**src/hpe_pkg.sv**
```systemverilog
// ---------------------------------------------------------------------------
// hpe_pkg
// Shared types, constants and helpers for the histogram percentile engine.
// ---------------------------------------------------------------------------
package hpe_pkg;

  localparam int INNER_BINS = 1024;
  localparam int NBINS      = INNER_BINS + 2;
  localparam int ADDR_W     = $clog2(NBINS);
  localparam int DIV_CNT_W  = 7;

  localparam logic [62:0] SUM_CAP = 63'h4000_0000_0000_0000;
  localparam logic [47:0] CNT_MAX = 48'hFFFF_FFFF_FFFF;

  // item opcodes
  typedef enum logic [1:0] {
    OP_ADD   = 2'd0,
    OP_CLEAR = 2'd1,
    OP_QUERY = 2'd2,
    OP_NOP   = 2'd3
  } op_t;

  // configuration register indexes
  localparam logic [1:0] REG_RANGE_LOW  = 2'd0;
  localparam logic [1:0] REG_RANGE_HIGH = 2'd1;
  localparam logic [1:0] REG_BIN_WIDTH  = 2'd2;

  typedef struct packed {
    logic signed [31:0] range_low;
    logic signed [31:0] range_high;
    logic        [30:0] bin_width;
  } hpe_cfg_t;

  typedef enum logic [4:0] {
    S_INIT, S_IDLE, S_CLR,
    S_ADD_BIN, S_ADD_DIV, S_ADD_RD, S_ADD_WR,
    S_SUM_RD, S_SUM_ACC, S_CHECK,
    S_WALK_RD, S_WALK_CHK, S_WALK_DIV, S_WALK_TEST,
    S_AVG, S_EDGE, S_SPLIT, S_FRAC, S_MUL, S_FIN,
    S_DONE
  } state_t;

  typedef enum logic [4:0] {
    CMD_NONE, CMD_ACCEPT, CMD_CLR_STEP,
    CMD_ADD_BIN, CMD_ADD_IDX, CMD_ADD_WRITE,
    CMD_SUM_ACC, CMD_WALK_CHK, CMD_WALK_HIT, CMD_WALK_NEXT,
    CMD_AVG_START, CMD_AVG_DONE, CMD_EDGE, CMD_SPLIT,
    CMD_FRAC_DONE, CMD_MUL, CMD_FIN, CMD_OUT_LOAD
  } cmd_t;

  typedef struct packed {
    logic div_busy;
    logic addr_last;
    logic add_inner;
    logic walk_zero;
    logic walk_full;
    logic walk_hit;
    logic total_zero;
    logic est_final;
    logic out_free;
  } hpe_status_t;

  // clamp a signed 64-bit value into 32 bits
  function automatic logic signed [31:0] sat32(input logic signed [63:0] v);
    logic signed [31:0] r;
    if (v > 64'sh0000_0000_7FFF_FFFF) r = 32'sh7FFF_FFFF;
    else if (v < -64'sh0000_0000_8000_0000) r = 32'sh8000_0000;
    else r = v[31:0];
    return r;
  endfunction

endpackage

```
**src/hpe_ctrl.sv**
```systemverilog
// ---------------------------------------------------------------------------
// hpe_ctrl
// Sequencer: clearing sweep, add read-modify-write, and the query walk.
// ---------------------------------------------------------------------------
module hpe_ctrl
  import hpe_pkg::*;
(
  input  logic        clk,
  input  logic        rst,
  input  logic        in_valid,
  input  logic [1:0]  opcode,
  input  hpe_status_t status,
  output logic        in_stall,
  output cmd_t        cmd
);

  state_t state;
  state_t state_next;

  always_ff @(posedge clk) begin
    if (rst) state <= S_INIT;
    else state <= state_next;
  end

  // next state
  always_comb begin
    state_next = state;
    case (state)
      S_INIT: if (status.addr_last) state_next = S_IDLE;
      S_IDLE: begin
        if (in_valid) begin
          case (op_t'(opcode))
            OP_ADD:   state_next = S_ADD_BIN;
            OP_CLEAR: state_next = S_CLR;
            OP_QUERY: state_next = S_SUM_RD;
            default:  state_next = S_DONE;
          endcase
        end
      end
      S_CLR: if (status.addr_last) state_next = S_DONE;
      S_ADD_BIN: state_next = status.add_inner ? S_ADD_DIV : S_ADD_RD;
      S_ADD_DIV: if (!status.div_busy) state_next = S_ADD_RD;
      S_ADD_RD: state_next = S_ADD_WR;
      S_ADD_WR: state_next = S_DONE;
      S_SUM_RD: state_next = S_SUM_ACC;
      S_SUM_ACC: state_next = status.addr_last ? S_CHECK : S_SUM_RD;
      S_CHECK: state_next = status.total_zero ? S_DONE : S_WALK_RD;
      S_WALK_RD: state_next = S_WALK_CHK;
      S_WALK_CHK: begin
        if (status.walk_zero) state_next = S_WALK_RD;
        else if (status.walk_full) state_next = S_WALK_TEST;
        else state_next = S_WALK_DIV;
      end
      S_WALK_DIV: if (!status.div_busy) state_next = S_WALK_TEST;
      S_WALK_TEST: state_next = status.walk_hit ? S_AVG : S_WALK_RD;
      S_AVG: if (!status.div_busy) state_next = S_EDGE;
      S_EDGE: state_next = S_SPLIT;
      S_SPLIT: state_next = status.est_final ? S_DONE : S_FRAC;
      S_FRAC: if (!status.div_busy) state_next = S_MUL;
      S_MUL: state_next = S_FIN;
      S_FIN: state_next = S_DONE;
      S_DONE: if (status.out_free) state_next = S_IDLE;
      default: state_next = S_INIT;
    endcase
  end

  // command outputs
  always_comb begin
    cmd      = CMD_NONE;
    in_stall = state != S_IDLE;
    case (state)
      S_INIT, S_CLR: cmd = CMD_CLR_STEP;
      S_IDLE: if (in_valid) cmd = CMD_ACCEPT;
      S_ADD_BIN: cmd = CMD_ADD_BIN;
      S_ADD_DIV: if (!status.div_busy) cmd = CMD_ADD_IDX;
      S_ADD_WR: cmd = CMD_ADD_WRITE;
      S_SUM_ACC: cmd = CMD_SUM_ACC;
      S_WALK_CHK: cmd = CMD_WALK_CHK;
      S_WALK_DIV: if (!status.div_busy) cmd = CMD_WALK_HIT;
      S_WALK_TEST: cmd = status.walk_hit ? CMD_AVG_START : CMD_WALK_NEXT;
      S_AVG: if (!status.div_busy) cmd = CMD_AVG_DONE;
      S_EDGE: cmd = CMD_EDGE;
      S_SPLIT: cmd = CMD_SPLIT;
      S_FRAC: if (!status.div_busy) cmd = CMD_FRAC_DONE;
      S_MUL: cmd = CMD_MUL;
      S_FIN: cmd = CMD_FIN;
      S_DONE: if (status.out_free) cmd = CMD_OUT_LOAD;
      default: cmd = CMD_NONE;
    endcase
  end

endmodule

```
**config.mk**
```make
export PLATFORM = sky130hd
export DESIGN_NAME = hpe_ctrl
export DESIGN_NICKNAME = d
export VERILOG_FILES = /design/src/hpe_pkg.sv /design/src/hpe_ctrl.sv
export SDC_FILE = /design/constraint.sdc
export NUM_CORES = 1
export LEC_CHECK = 0
export ABC_AREA = 1
export BUFFER_PORTS_ARGS = -buffer_cell sky130_fd_sc_hd__buf_4
export CORE_MARGIN = 4
export CORE_UTILIZATION = 52
export DETAILED_ROUTE_END_ITERATION = 8
export GPL_ROUTABILITY_DRIVEN = 1
export PLACE_DENSITY_LB_ADDON = 0.2
export SLEW_MARGIN = 30
export SYNTH_ARGS = -nofsm -noshare
export SYNTH_HDL_FRONTEND = slang
export SYNTH_SLANG_ARGS = --single-unit
```
**constraint.sdc**
```tcl
create_clock -name clk -period 1.4 [get_ports clk]
set_input_delay 0.21 -clock clk [delete_from_list [all_inputs] [get_ports clk]]
set_output_delay 0.21 -clock clk [all_outputs]
set_load 0.02 [all_outputs]
```
==> results by group, run 1 <==
Clocking
  – CTS-repair resized insts: 50
  – Total CTS buffers: 3
  – H-tree depth: 1
  – Clk buf depth: 2
  – Sink Count: 5
  – Post-CTS setup buffers: 15
  – Hold_buf cts: 0
  – Clk root buf: clkbuf_4

Yosys
  – Cell Area, Synth: 823.3 sq um
  – #FFs+latches synth: 5
  – Yosys top cell area share: 15.96%
  – Mapped Avg Cell Area: 5.381 sq um
  – Post-synth top area cell: nand2_1
  – Compound-Gate Fraction of Synth Area: 15.81%
  – Warnings from Yosys: 0
  – Post-Synth XOR/XNOR Area: 0%
  – Mux cell area share after synthesis: 0%
  – Seq/Total Area, Yosys: 12.16%
  – Synth top area cells: nand2_1 (16%), dfxtp_1 (12%), nand3_1 (11%), nor2_1 (11%), inv_1 (9.1%)
  – Distinct cells, synth: 23
  – Simple-gate share of the synthesized area: 56.53%
  – Syn Nets: 167
  – Cells after Synth: 153
  – Largest family of logic cells by synthesized area: simple AND/OR/NAND/NOR gates
  – Post-synthesis adder-cell area fraction: 0%

Placement
  – Placement Cell Area: 1192 sq um
  – HPWL Detailed: 2.484 mm
  – Buffers on Ports: 19
  – Placer Congestion: 0.9858

Run status
  – Status: stopped before the end
  – Log Error: [ERROR DPL-0038] Utilization greater than 100%, impossible to legalize
  – Halt Stage: clock tree synthesis

Die
  – Chip Width: 47.79 microns
  – Chip height: 47.79 microns
  – Num rows: 14
  – Ports: 20
  – Starting Density: 54.65%
-- through the flow --
stage | setup slack (ns) | cells
floorplan | -0.008925 | 153
global placement | -0.1570 | 216
detailed placement | -0.1759 | 216
-- cells in the mapped netlist, drive strengths merged --
cell type	instances
nand3	19
o22ai	1
nor2	33
dfxtp	5
inv	23
nand4	6
o2111ai	1
a21oi	8
o211ai	2
nand2	39
nor3	3
o311ai	1
o21ai	7
a41oi	1
buf	4
-- kinds of logic after synthesis --
logic type / count (synthesis)
AOI/OAI and AO/OA: 21
buffers and inverters: 27
DFF: 5
and+or+nand+nor: 100
==> inputs of run 2 (changes only) <==
--- a/config.mk
+++ b/config.mk
@@ -7,11 +7,11 @@
 export LEC_CHECK = 0
 export ABC_AREA = 1
 export BUFFER_PORTS_ARGS = -buffer_cell sky130_fd_sc_hd__buf_4
-export CORE_MARGIN = 4
-export CORE_UTILIZATION = 52
+export CORE_AREA = 4 4 65 67
 export DETAILED_ROUTE_END_ITERATION = 8
+export DIE_AREA = 0 0 69 71
 export GPL_ROUTABILITY_DRIVEN = 1
-export PLACE_DENSITY_LB_ADDON = 0.2
+export PLACE_DENSITY_LB_ADDON = 0.15
 export SLEW_MARGIN = 30
 export SYNTH_ARGS = -nofsm -noshare
 export SYNTH_HDL_FRONTEND = slang
==> run 2 against run 1 <==
The flow now finishes, with violations (setup timing). Synthesized area unchanged. Synthesized cell count unchanged.
==> results by group, run 2 <==
Placement
  – HPWL Detailed: 2.733 mm
  – Placer Congestion: 0.8557
  – Placement Cell Area: 1262 sq um
  – Buffers on Ports: 19

Die
  – Ports: 20
  – Num rows: 22
  – Chip height: 71 microns
  – Core area: 3633 sq um
  – Chip Width: 69 microns
  – Starting Density: 22.66%
  – Die footprint: 4899 sq um

GRT
  – Met3 usage: 2.131%
  – Total global routing track utilization: 14.30%
  – Global-route track usage on met1: 19.16%
  – Antenna violations before repair: 0
  – Met2 Use GR: 24.26%
  – First-pass GRT wire length: 5.706 mm
  – Gr ovfl total: 0
  – Largest net degree at the start of global routing: 8
  – Vias in the first global route: 1194
  – Most used routing layer in global routing: met2

Timing
  – WHS: 0.1945 ns
  – Slew HR: 85.57%
  – Pins Over Slew Limit: 0
  – Final hold vios: 0
  – Peak Freq: 602.7 MHz
  – Setup tns final: -1.819 ns
  – Tmin final: 1.659 ns
  – Final setup violation count: 10
  – Clock skew: 0.0003578 ns
  – Part of the cycle the worst path needs: 118.5%
  – PnR worst setup slack: -0.2593 ns
  – Worst-Margin Slew: 0.2162 ns
  – RSZ-0062 raised after global routing: true

Detailed routing
  – DR vias/cell: 4.685
  – Vias: 1251
  – Antenna viol nets, final: 0
  – DR pass1 iterations: 4
  – WL final: 3.602 mm
  – DR WL/cell: 13.49 microns
  – Drt drc: 0
  – DRT iter0 DRCs: 103

Power and ir drop
  – Comb pwr share: 79.7%
  – VDD IR max: 0.6250 mV
  – Flop pwr share: 11.2%
  – Pwr dens: 1876 nW/um^2
  – Clk pwr share: 9.1%
  – Cell Int Power: 0.001505 W
  – Leakage: 0.7790 nW
  – Sw Ratio: 48.94%
  – Switching pwr: 0.001442 W

Yosys
  – Post-synth top area cell: nand2_1
  – Top-count cell post-synth: nand2_1
  – Post-synth EDFFs: 0
  – Cell Area, Synth: 823.3 sq um
  – Yosys top cell area share: 15.96%
  – #FFs+latches synth: 5
  – Distinct cells, synth: 23
  – Syn Nets: 167
  – Synth top area cells: nand2_1 (16%), dfxtp_1 (12%), nand3_1 (11%), nor2_1 (11%), inv_1 (9.1%)
  – Cells after Synth: 153
  – Seq/Total Area, Yosys: 12.16%
  – Async S/R FF share, synth: 0%
  – Mapped Avg Cell Area: 5.381 sq um
  – Warnings from Yosys: 0
  – Synth top cells by count: nand2_1 (35), nor2_1 (24), inv_1 (20)
  – Primary FF master, synth: dfxtp_1

Setup path
  – CP Capture Type: primary output
  – Worst endpoint required time: 1.19 ns
  – Setup CP Type: reg2out
  – Crit path arrival time: 1.45 ns
  – Crit-path slowest cell: dfxtp_2
  – Critical path launch point type: register
  – CP max stage delay: 0.33 ns
  – Crit-path cells: buf_6, nor2_4, nand3_2, nor2_2, nor3_1, nand4_1, buf_4
  – Worst-path maximum fanout: 4

Layout
  – Largest regs: state (5)
  – # diodes: 0
  – Most flop-heavy register: state
  – Most common cell after layout, fill and taps aside: buf_4
  – Largest register FFs: 5
  – Area Growth Syn to Fin: 90.73%
  – Commonest non-fill, non-tap cells in the layout: buf_4 (62), nand2_1 (32), nor2_1 (19)
  – Cell area after layout: 1570 sq um
  – Share of layout cells above drive strength 1: 53.88%
  – Filler instances: 397
  – Nets: 234

Clocking
  – Sink Count: 5
  – Clock latency on the worst-skew pair: 0.22 ns
  – Total CTS buffers: 3
  – Clk root buf: clkbuf_8
  – H-tree depth: 1
  – Reg clk slew, reported paths: 0.04 ns
  – CTS tree: yes
  – Clk buf depth: 2

Run status
  – Status: complete, but fails checks
  – Failing checks: setup timing

Worst hold path
  – HP Class: in2reg

Job
  – Max-cap violation count: 0
run 2: power groups by stage:
stage / Combinational (W) / Clock (W) / Sequential [W]
CTS: 0.00222 / 0.000272 / 0.000325
detailed placement: 0.00185 / 0 / 0.000285
global route: 0.00251 / 0.000283 / 0.000337
floorplan: 0.00108 / 0 / 0.000235
finish: 0.00235 / 0.000268 / 0.000329
global placement: 0.00188 / 0 / 0.000284
run 2: layer usage:
layer	vias to the layer above	part of all wire, %
li1	630	-
met1	571	45
met2	46	48
met3	4	6.6
met4	0	0.36
met5	-	0
run 2: final timing paths:
| check | startpoint | to | slack [ns] | cells past startpoint |
|---|---|---|---|---|
| setup / recovery | state[1] | cmd[1] | -0.26 | 7 |
| hold / removal | rst | state[0] | 0.19 | 2 |
| setup reg to reg | state[2] | state[4] | -0.18 | 11 |
| hold reg to reg | state[1] | state[1] | 0.62 | 3 |
run 2: cell type report:
class,count,area (sq um),area share [%]
clock buffer,4,45.04,2.869
inverter,23,88.84,5.657
multi-input combinational,121,749.5,47.73
sequential,5,116.4,7.410
tap,48,60.06,3.825
timing repair buffer,66,510.5,32.51
run 2: cell families (layout without fill, tap and decap cells):
kind of cell / Yosys count / in the layout / share of synthesized area (%)
AOI/OAI and AO/OA: 21 / 21 / 15.81
and+or+nand+nor: 100 / 100 / 56.54
DFF: 5 / 5 / 12.16
buffers and inverters: 27 / 93 / 15.50
run 2: metrics by stage:
stage               power [W]  worst slack [ns]  util (%)  std cells
finish               0.002947           -0.2593     43.22        267
global route         0.003128           -0.3180     43.22        267
CTS                  0.002818           -0.2137     41.98        266
detailed placement   0.002140           -0.1718     34.75        252
global placement     0.002163           -0.2093     34.75        252
floorplan            0.001310         -0.008925         -        153
run 2: timing repair:
action                                  CTS  global route
setup buffers                            10             1
endpoints found under the setup margin   11            10
pin swaps                                13             3
resized for setup                        42             9
hold buffers                              0             0
cloned                                    0             0
run 2: critical path: cells and delay by family (launching register included):
kind	cells	cell delay, ns
and+or+nand+nor	5	0.61
buffers and inverters	2	0.28
DFF	1	0.33
(Power assumes the default switching activity.)
==> inputs of run 3 (changes only) <==
--- a/config.mk
+++ b/config.mk
@@ -12,6 +12,7 @@
 export DIE_AREA = 0 0 69 71
 export GPL_ROUTABILITY_DRIVEN = 1
 export PLACE_DENSITY_LB_ADDON = 0.15
+export SETUP_SLACK_MARGIN = 0.3
 export SLEW_MARGIN = 30
 export SYNTH_ARGS = -nofsm -noshare
 export SYNTH_HDL_FRONTEND = slang
==> constraint.sdc (replaced) <==
create_clock -name clk -period 1.4 [get_ports clk]
set_input_delay 0.07 -clock clk [delete_from_list [all_inputs] [get_ports clk]]
set_output_delay 0.07 -clock clk [all_outputs]
set_load 0.02 [all_outputs]
==> run 3 against run 2 <==
The run still ends with setup timing left. Critical path depth is 1 lower. Flip-flop and latch count stayed put. Cell area is 2.5% higher. First-iteration DRC count is 24% lower. Clock-buffer cell count stayed put. Combinational power is 5% higher. Power is 4.5% higher. Global-route usage is 0.59 points higher. Worst setup slack better by 0.061 ns. Sequential share of layout area hardly changed. Die area stayed put.
==> results by group, run 3 (synthesis results as in run 2) <==
GRT
  – Gr ovfl total: 0
  – Largest net degree at the start of global routing: 10
  – First-pass GRT wire length: 6.009 mm
  – Vias in the first global route: 1347
  – Total global routing track utilization: 14.90%
  – Antenna violations before repair: 0

Timing
  – Setup tns final: -1.015 ns
  – Part of the cycle the worst path needs: 114.1%
  – Peak Freq: 625.8 MHz
  – RSZ-0062 raised after global routing: true
  – Tmin final: 1.598 ns
  – Clock skew: 0.002402 ns
  – Pins Over Slew Limit: 0
  – Final setup violation count: 10
  – PnR worst setup slack: -0.1980 ns
  – WHS: 0.04022 ns
  – Slew HR: 81.38%
  – Final hold vios: 0
  – Worst-Margin Slew: 0.2781 ns

Die
  – Starting Density: 22.66%
  – Chip height: 71 microns
  – Ports: 20
  – Die footprint: 4899 sq um
  – Core area: 3633 sq um
  – Chip Width: 69 microns
  – Num rows: 22

Setup path
  – Crit path arrival time: 1.53 ns
  – Setup CP Type: reg2out
  – Worst-path maximum fanout: 6
  – Crit Reg-Reg Endpoint: state[4]
  – Worst endpoint required time: 1.33 ns
  – Critical path launch point type: register
  – Worst reg-to-reg setup slack: -0.12 ns
  – Worst r2r src: state[3]
  – CP Capture Type: primary output
  – FF-to-FF path depth: 9

Placement
  – Buffers on Ports: 19
  – Inst Count DP: 248
  – Placer Congestion: 0.8940
  – HPWL Detailed: 2.669 mm
  – Placement Cell Area: 1246 sq um

Clocking
  – CTS tree: yes
  – Clk buf depth: 2
  – Clk root buf: clkbuf_8
  – Hold_buf cts: 0
  – Clock latency on the worst-skew pair: 0.22 ns
  – H-tree depth: 1
  – Total CTS buffers: 3
  – Sink Count: 5
  – Reg clk slew, reported paths: 0.04 ns

Power and ir drop
  – Pwr dens: 1914 nW/um^2
  – Comb pwr share: 80.0%
  – Clk pwr share: 8.9%
  – Switching pwr: 0.001473 W
  – Flop pwr share: 11.1%
  – VDD IR max: 0.5016 mV
  – Sw Ratio: 47.83%
  – Leakage: 0.7738 nW
  – Cell Int Power: 0.001607 W

Layout
  – Largest register FFs: 5
  – Most flop-heavy register: state
  – Largest regs: state (5)
  – # diodes: 0
  – Cell area after layout: 1609 sq um
  – Multi-input gate area: 778.2 sq um
  – Final instance count without filler cells: 262
  – Filler instances: 379
  – FF+latch area: 118.9 sq um
  – Share of layout cells above drive strength 1: 56.07%
  – Area Growth Syn to Fin: 95.44%
  – Commonest non-fill, non-tap cells in the layout: buf_4 (46), nand2_1 (30), nor2_1 (18)
  – Nets: 229
  – Most common cell after layout, fill and taps aside: buf_4

Detailed routing
  – WL final: 3.699 mm
  – Drt drc: 0
  – DR vias/cell: 4.889
  – DR pass1 iterations: 5
  – DR WL/cell: 14.12 microns
  – Vias: 1281
  – DRT iter0 DRCs: 78
  – Antenna viol nets, final: 0

Worst hold path
  – WHS Endpoint: state[3]
  – HP Class: in2reg
  – Worst hold path cell count: 2
  – Hold Startpoint: rst

Run status
  – Failing checks: setup timing
  – Status: complete, but fails checks

Job
  – Max-cap violation count: 0
-- run 3: cell types whose count changed in the layout (fill, tap and decap cells not counted), sizes merged --
cell	before	now
buf	66	61
-- run 3: cell type report --
type / instances / share of cell area [%]
multi-input cells: 121 / 48.37
repair buffers: 61 / 32.19
flip-flops and latches: 5 / 7.387
inverters: 23 / 5.521
well taps: 48 / 3.733
clock buffers: 4 / 2.799
-- run 3: timing repair --
item / CTS / global route
endpoints found under the setup margin: 11 / 11
pin swaps: 19 / 14
buffers inserted: 8 / 2
gates resized for setup: 52 / 17
-- run 3: stage by stage --
step / worst slack, ns / power [W] / util [%]
2_1_floorplan: 0.1510 / 0.001344 / -
3_3_place_gp: -0.1452 / 0.002200 / 34.30
3_5_place_dp: -0.1162 / 0.002161 / 34.30
4_1_cts: -0.1171 / 0.002871 / 42.11
5_1_grt: -0.3055 / 0.003301 / 44.28
6_report: -0.1980 / 0.003080 / 44.28
-- run 3: how the worst max path moves through the flow --
| stage | depth (start not counted) | start | end |
|---|---|---|---|
| floorplan | 9 | state[2] | state[2] |
| global placement | 6 | state[4] | cmd[0] |
| detailed placement | 10 | state[4] | state[4] |
| CTS | 7 | state[0] | cmd[2] |
| global route | 6 | state[3] | cmd[2] |
| finish | 6 | state[3] | cmd[2] |
-- run 3: metal layers --
| metal | vias up | GRT usage (%) | routed length (microns) | part of all wire, % |
|---|---|---|---|---|
| li1 | 624 | - | - | - |
| met1 | 596 | 17.49 | 1565 | 42 |
| met2 | 48 | 25.85 | 1850 | 50 |
| met3 | 13 | 0.9943 | 154 | 4.2 |
| met4 | 0 | 10.20 | 129 | 3.5 |
| met5 | - | 0 | 0 | 0 |
-- run 3: worst max-delay path, cell delays in order (launching register included) --
cell	delay [ns]
dfxtp_4	0.36
nor2_4	0.17
nand4_1	0.21
o21ai_2	0.23
nor2_2	0.08
o311ai_2	0.07
buf_4	0.18
-- run 3: power groups by stage --
| stage | clock (W) | sequential (W) | combinational [W] |
|---|---|---|---|
| 2_1_floorplan | 0 | 0.000235 | 0.00111 |
| 3_3_place_gp | 0 | 0.000272 | 0.00193 |
| 3_5_place_dp | 0 | 0.000273 | 0.00189 |
| 4_1_cts | 0.000281 | 0.000328 | 0.00226 |
| 5_1_grt | 0.000291 | 0.000352 | 0.00266 |
| 6_report | 0.000275 | 0.000343 | 0.00246 |
==> inputs of run 4 (changes only) <==
--- a/config.mk
+++ b/config.mk
@@ -12,7 +12,7 @@
 export DIE_AREA = 0 0 69 71
 export GPL_ROUTABILITY_DRIVEN = 1
 export PLACE_DENSITY_LB_ADDON = 0.15
-export SETUP_SLACK_MARGIN = 0.3
+export SETUP_SLACK_MARGIN = 0.05
 export SLEW_MARGIN = 30
 export SYNTH_ARGS = -nofsm -noshare
 export SYNTH_HDL_FRONTEND = slang
==> run 4 against run 3 <==
The flow still finishes with violations (setup timing). Non-clock buffer count grew 1. Die area is the same. Core utilization shrank 0.86 points. Power shrank 6.5%. First-iteration DRC count shrank 10%. Flip-flop and latch count is the same. Maximum frequency grew 4.4%. Wire length is essentially flat. Sequential power is essentially flat.
==> results by group, run 4 (synthesis results as in run 2) <==
Worst hold path
  – HP Class: in2reg
  – Worst hold path cell count: 2
  – Hold Startpoint: rst
  – WHS Endpoint: state[4]

Setup path
  – Crit Reg-Reg Endpoint: state[2]
  – Crit-path slowest cell: dfxtp_4
  – Critical path launch point type: register
  – Worst reg-to-reg setup slack: -0.06 ns
  – Worst endpoint required time: 1.33 ns
  – Cell with the most instances on the worst path: nand4_1
  – FF-to-FF path depth: 9
  – Worst-path maximum fanout: 5
  – Worst r2r src: state[0]
  – Crit-path cells: buf_6, nand4_1, o21ai_2, nor3_2, nand4_1, buf_4
  – Crit path arrival time: 1.46 ns
  – CP max stage delay: 0.40 ns
  – Setup CP Type: reg2out
  – CP Capture Type: primary output

Layout
  – Nets: 230
  – Most common cell after layout, fill and taps aside: buf_4
  – # diodes: 0
  – Commonest non-fill, non-tap cells in the layout: buf_4 (54), nand2_1 (29), nor2_1 (20)
  – Area Growth Syn to Fin: 91.64%
  – Share of layout cells above drive strength 1: 56.28%
  – Largest register FFs: 5
  – Largest regs: state (5)
  – Most flop-heavy register: state
  – Layout Utilization: 43.42%
  – Final instance count without filler cells: 263

Power and ir drop
  – Leakage: 0.7713 nW
  – Clk pwr share: 9.1%
  – Sw Ratio: 49.07%
  – VDD IR max: 0.6470 mV
  – Flop pwr share: 12.0%
  – Pwr dens: 1825 nW/um^2
  – Comb pwr share: 78.9%
  – Cell Int Power: 0.001467 W
  – Switching pwr: 0.001413 W

Run status
  – Failing checks: setup timing
  – Status: complete, but fails checks

Placement
  – Buffers on Ports: 19
  – HPWL Detailed: 2.771 mm
  – Inst Count DP: 247
  – Placer Congestion: 0.9778

Detailed routing
  – DR pass1 iterations: 4
  – WL final: 3.702 mm
  – Drt drc: 0
  – DR vias/cell: 4.882
  – DR WL/cell: 14.08 microns
  – DRT iter0 DRCs: 70
  – Antenna viol nets, final: 0
  – Vias: 1284

Clocking
  – CTS tree: yes
  – Total CTS buffers: 3
  – Clk buf depth: 2
  – Hold_buf cts: 0
  – Clock latency on the worst-skew pair: 0.22 ns
  – Clk root buf: clkbuf_8
  – H-tree depth: 1
  – Reg clk slew, reported paths: 0.03 ns
  – Sink Count: 5

GRT
  – Antenna violations before repair: 0
  – First-pass GRT wire length: 5.830 mm
  – Gr ovfl total: 0
  – Vias in the first global route: 1268
  – Largest net degree at the start of global routing: 9
  – Total global routing track utilization: 14.26%

Job
  – Max-cap violation count: 0

Die
  – Ports: 20
  – Chip height: 71 microns
  – Core area: 3633 sq um
  – Chip Width: 69 microns
  – Die footprint: 4899 sq um
  – Starting Density: 22.66%
  – Num rows: 22

Timing
  – Final setup violation count: 10
  – Slew HR: 81.42%
  – Part of the cycle the worst path needs: 109.3%
  – PnR worst setup slack: -0.1304 ns
  – Peak Freq: 653.4 MHz
  – Worst-Margin Slew: 0.2775 ns
  – Clock skew: 0.00007648 ns
  – Final hold vios: 0
  – RSZ-0062 raised after global routing: true
  – Tmin final: 1.530 ns
  – Pins Over Slew Limit: 0
run 4: cell count changes in the layout (fill, tap and decap cells not counted), moves of 2 or more:
cell	change
a21oi_2	+2
nand3_1	-2
buf_4	+8
buf_6	-6
nor2_1	+2
nor2_2	-2
nand3_2	+3
run 4: critical path: cells and delay by family (launching register included):
family | cells | cell delay (ns)
flops | 1 | 0.40
simple gates | 3 | 0.32
buf+inv | 2 | 0.28
compound gates | 1 | 0.24
run 4: worst max path at each step:
stage	start	endpoint	cells past startpoint
finish	state[0]	cmd[1]	6
floorplan	state[3]	state[2]	8
global route	state[0]	cmd[2]	6
global placement	state[2]	state[0]	9
CTS	state[3]	cmd[2]	6
detailed placement	state[2]	state[0]	9
run 4: through the flow:
step / setup TNS, ns / worst slack (ns) / cell area, sq um / power (W) / hold WS, ns
floorplan: 0 / 0.1177 / 830.8 / 0.001310 / 0.1391
global placement: -0.9886 / -0.1665 / 1225 / 0.002143 / 0.2729
detailed placement: -0.6954 / -0.1242 / 1225 / 0.002093 / 0.2738
CTS: -0.6012 / -0.09313 / 1413 / 0.002589 / 0.03501
global route: -1.256 / -0.1694 / 1578 / 0.003081 / 0.05102
finish: -0.6249 / -0.1304 / 1578 / 0.002880 / 0.04323
run 4: cell type report:
cell class / count / area (sq um)
clock buffers: 4 / 45.04
fillers: 382 / 2056
inverters: 23 / 88.84
multi-input cells: 121 / 769.5
flip-flops and latches: 5 / 118.9
well taps: 48 / 60.06
repair buffers: 62 / 495.5
run 4: what timing repair did:
item                                    CTS  global route
endpoints found under the setup margin   11            11
setup buffers                             6             6
resized for setup                        33            30
pin swaps                                 8            14
run 4: power groups by stage:
stage / Sequential, W / Combinational [W] / Clock, W
after CTS: 0.000332 / 0.00199 / 0.000268
after global routing: 0.000356 / 0.00245 / 0.000273
final: 0.000346 / 0.00227 / 0.000262
after floorplan: 0.000235 / 0.00108 / 0
after global placement: 0.000290 / 0.00185 / 0
after detailed placement: 0.000290 / 0.00180 / 0
run 4: routing by layer:
layer	vias to the layer above	track usage (%)	wire (microns)
met5	-	0	0
met4	0	5.206	60
met3	4	1.563	186
met2	46	24.58	1848
met1	605	18.28	1607
li1	629	-	-
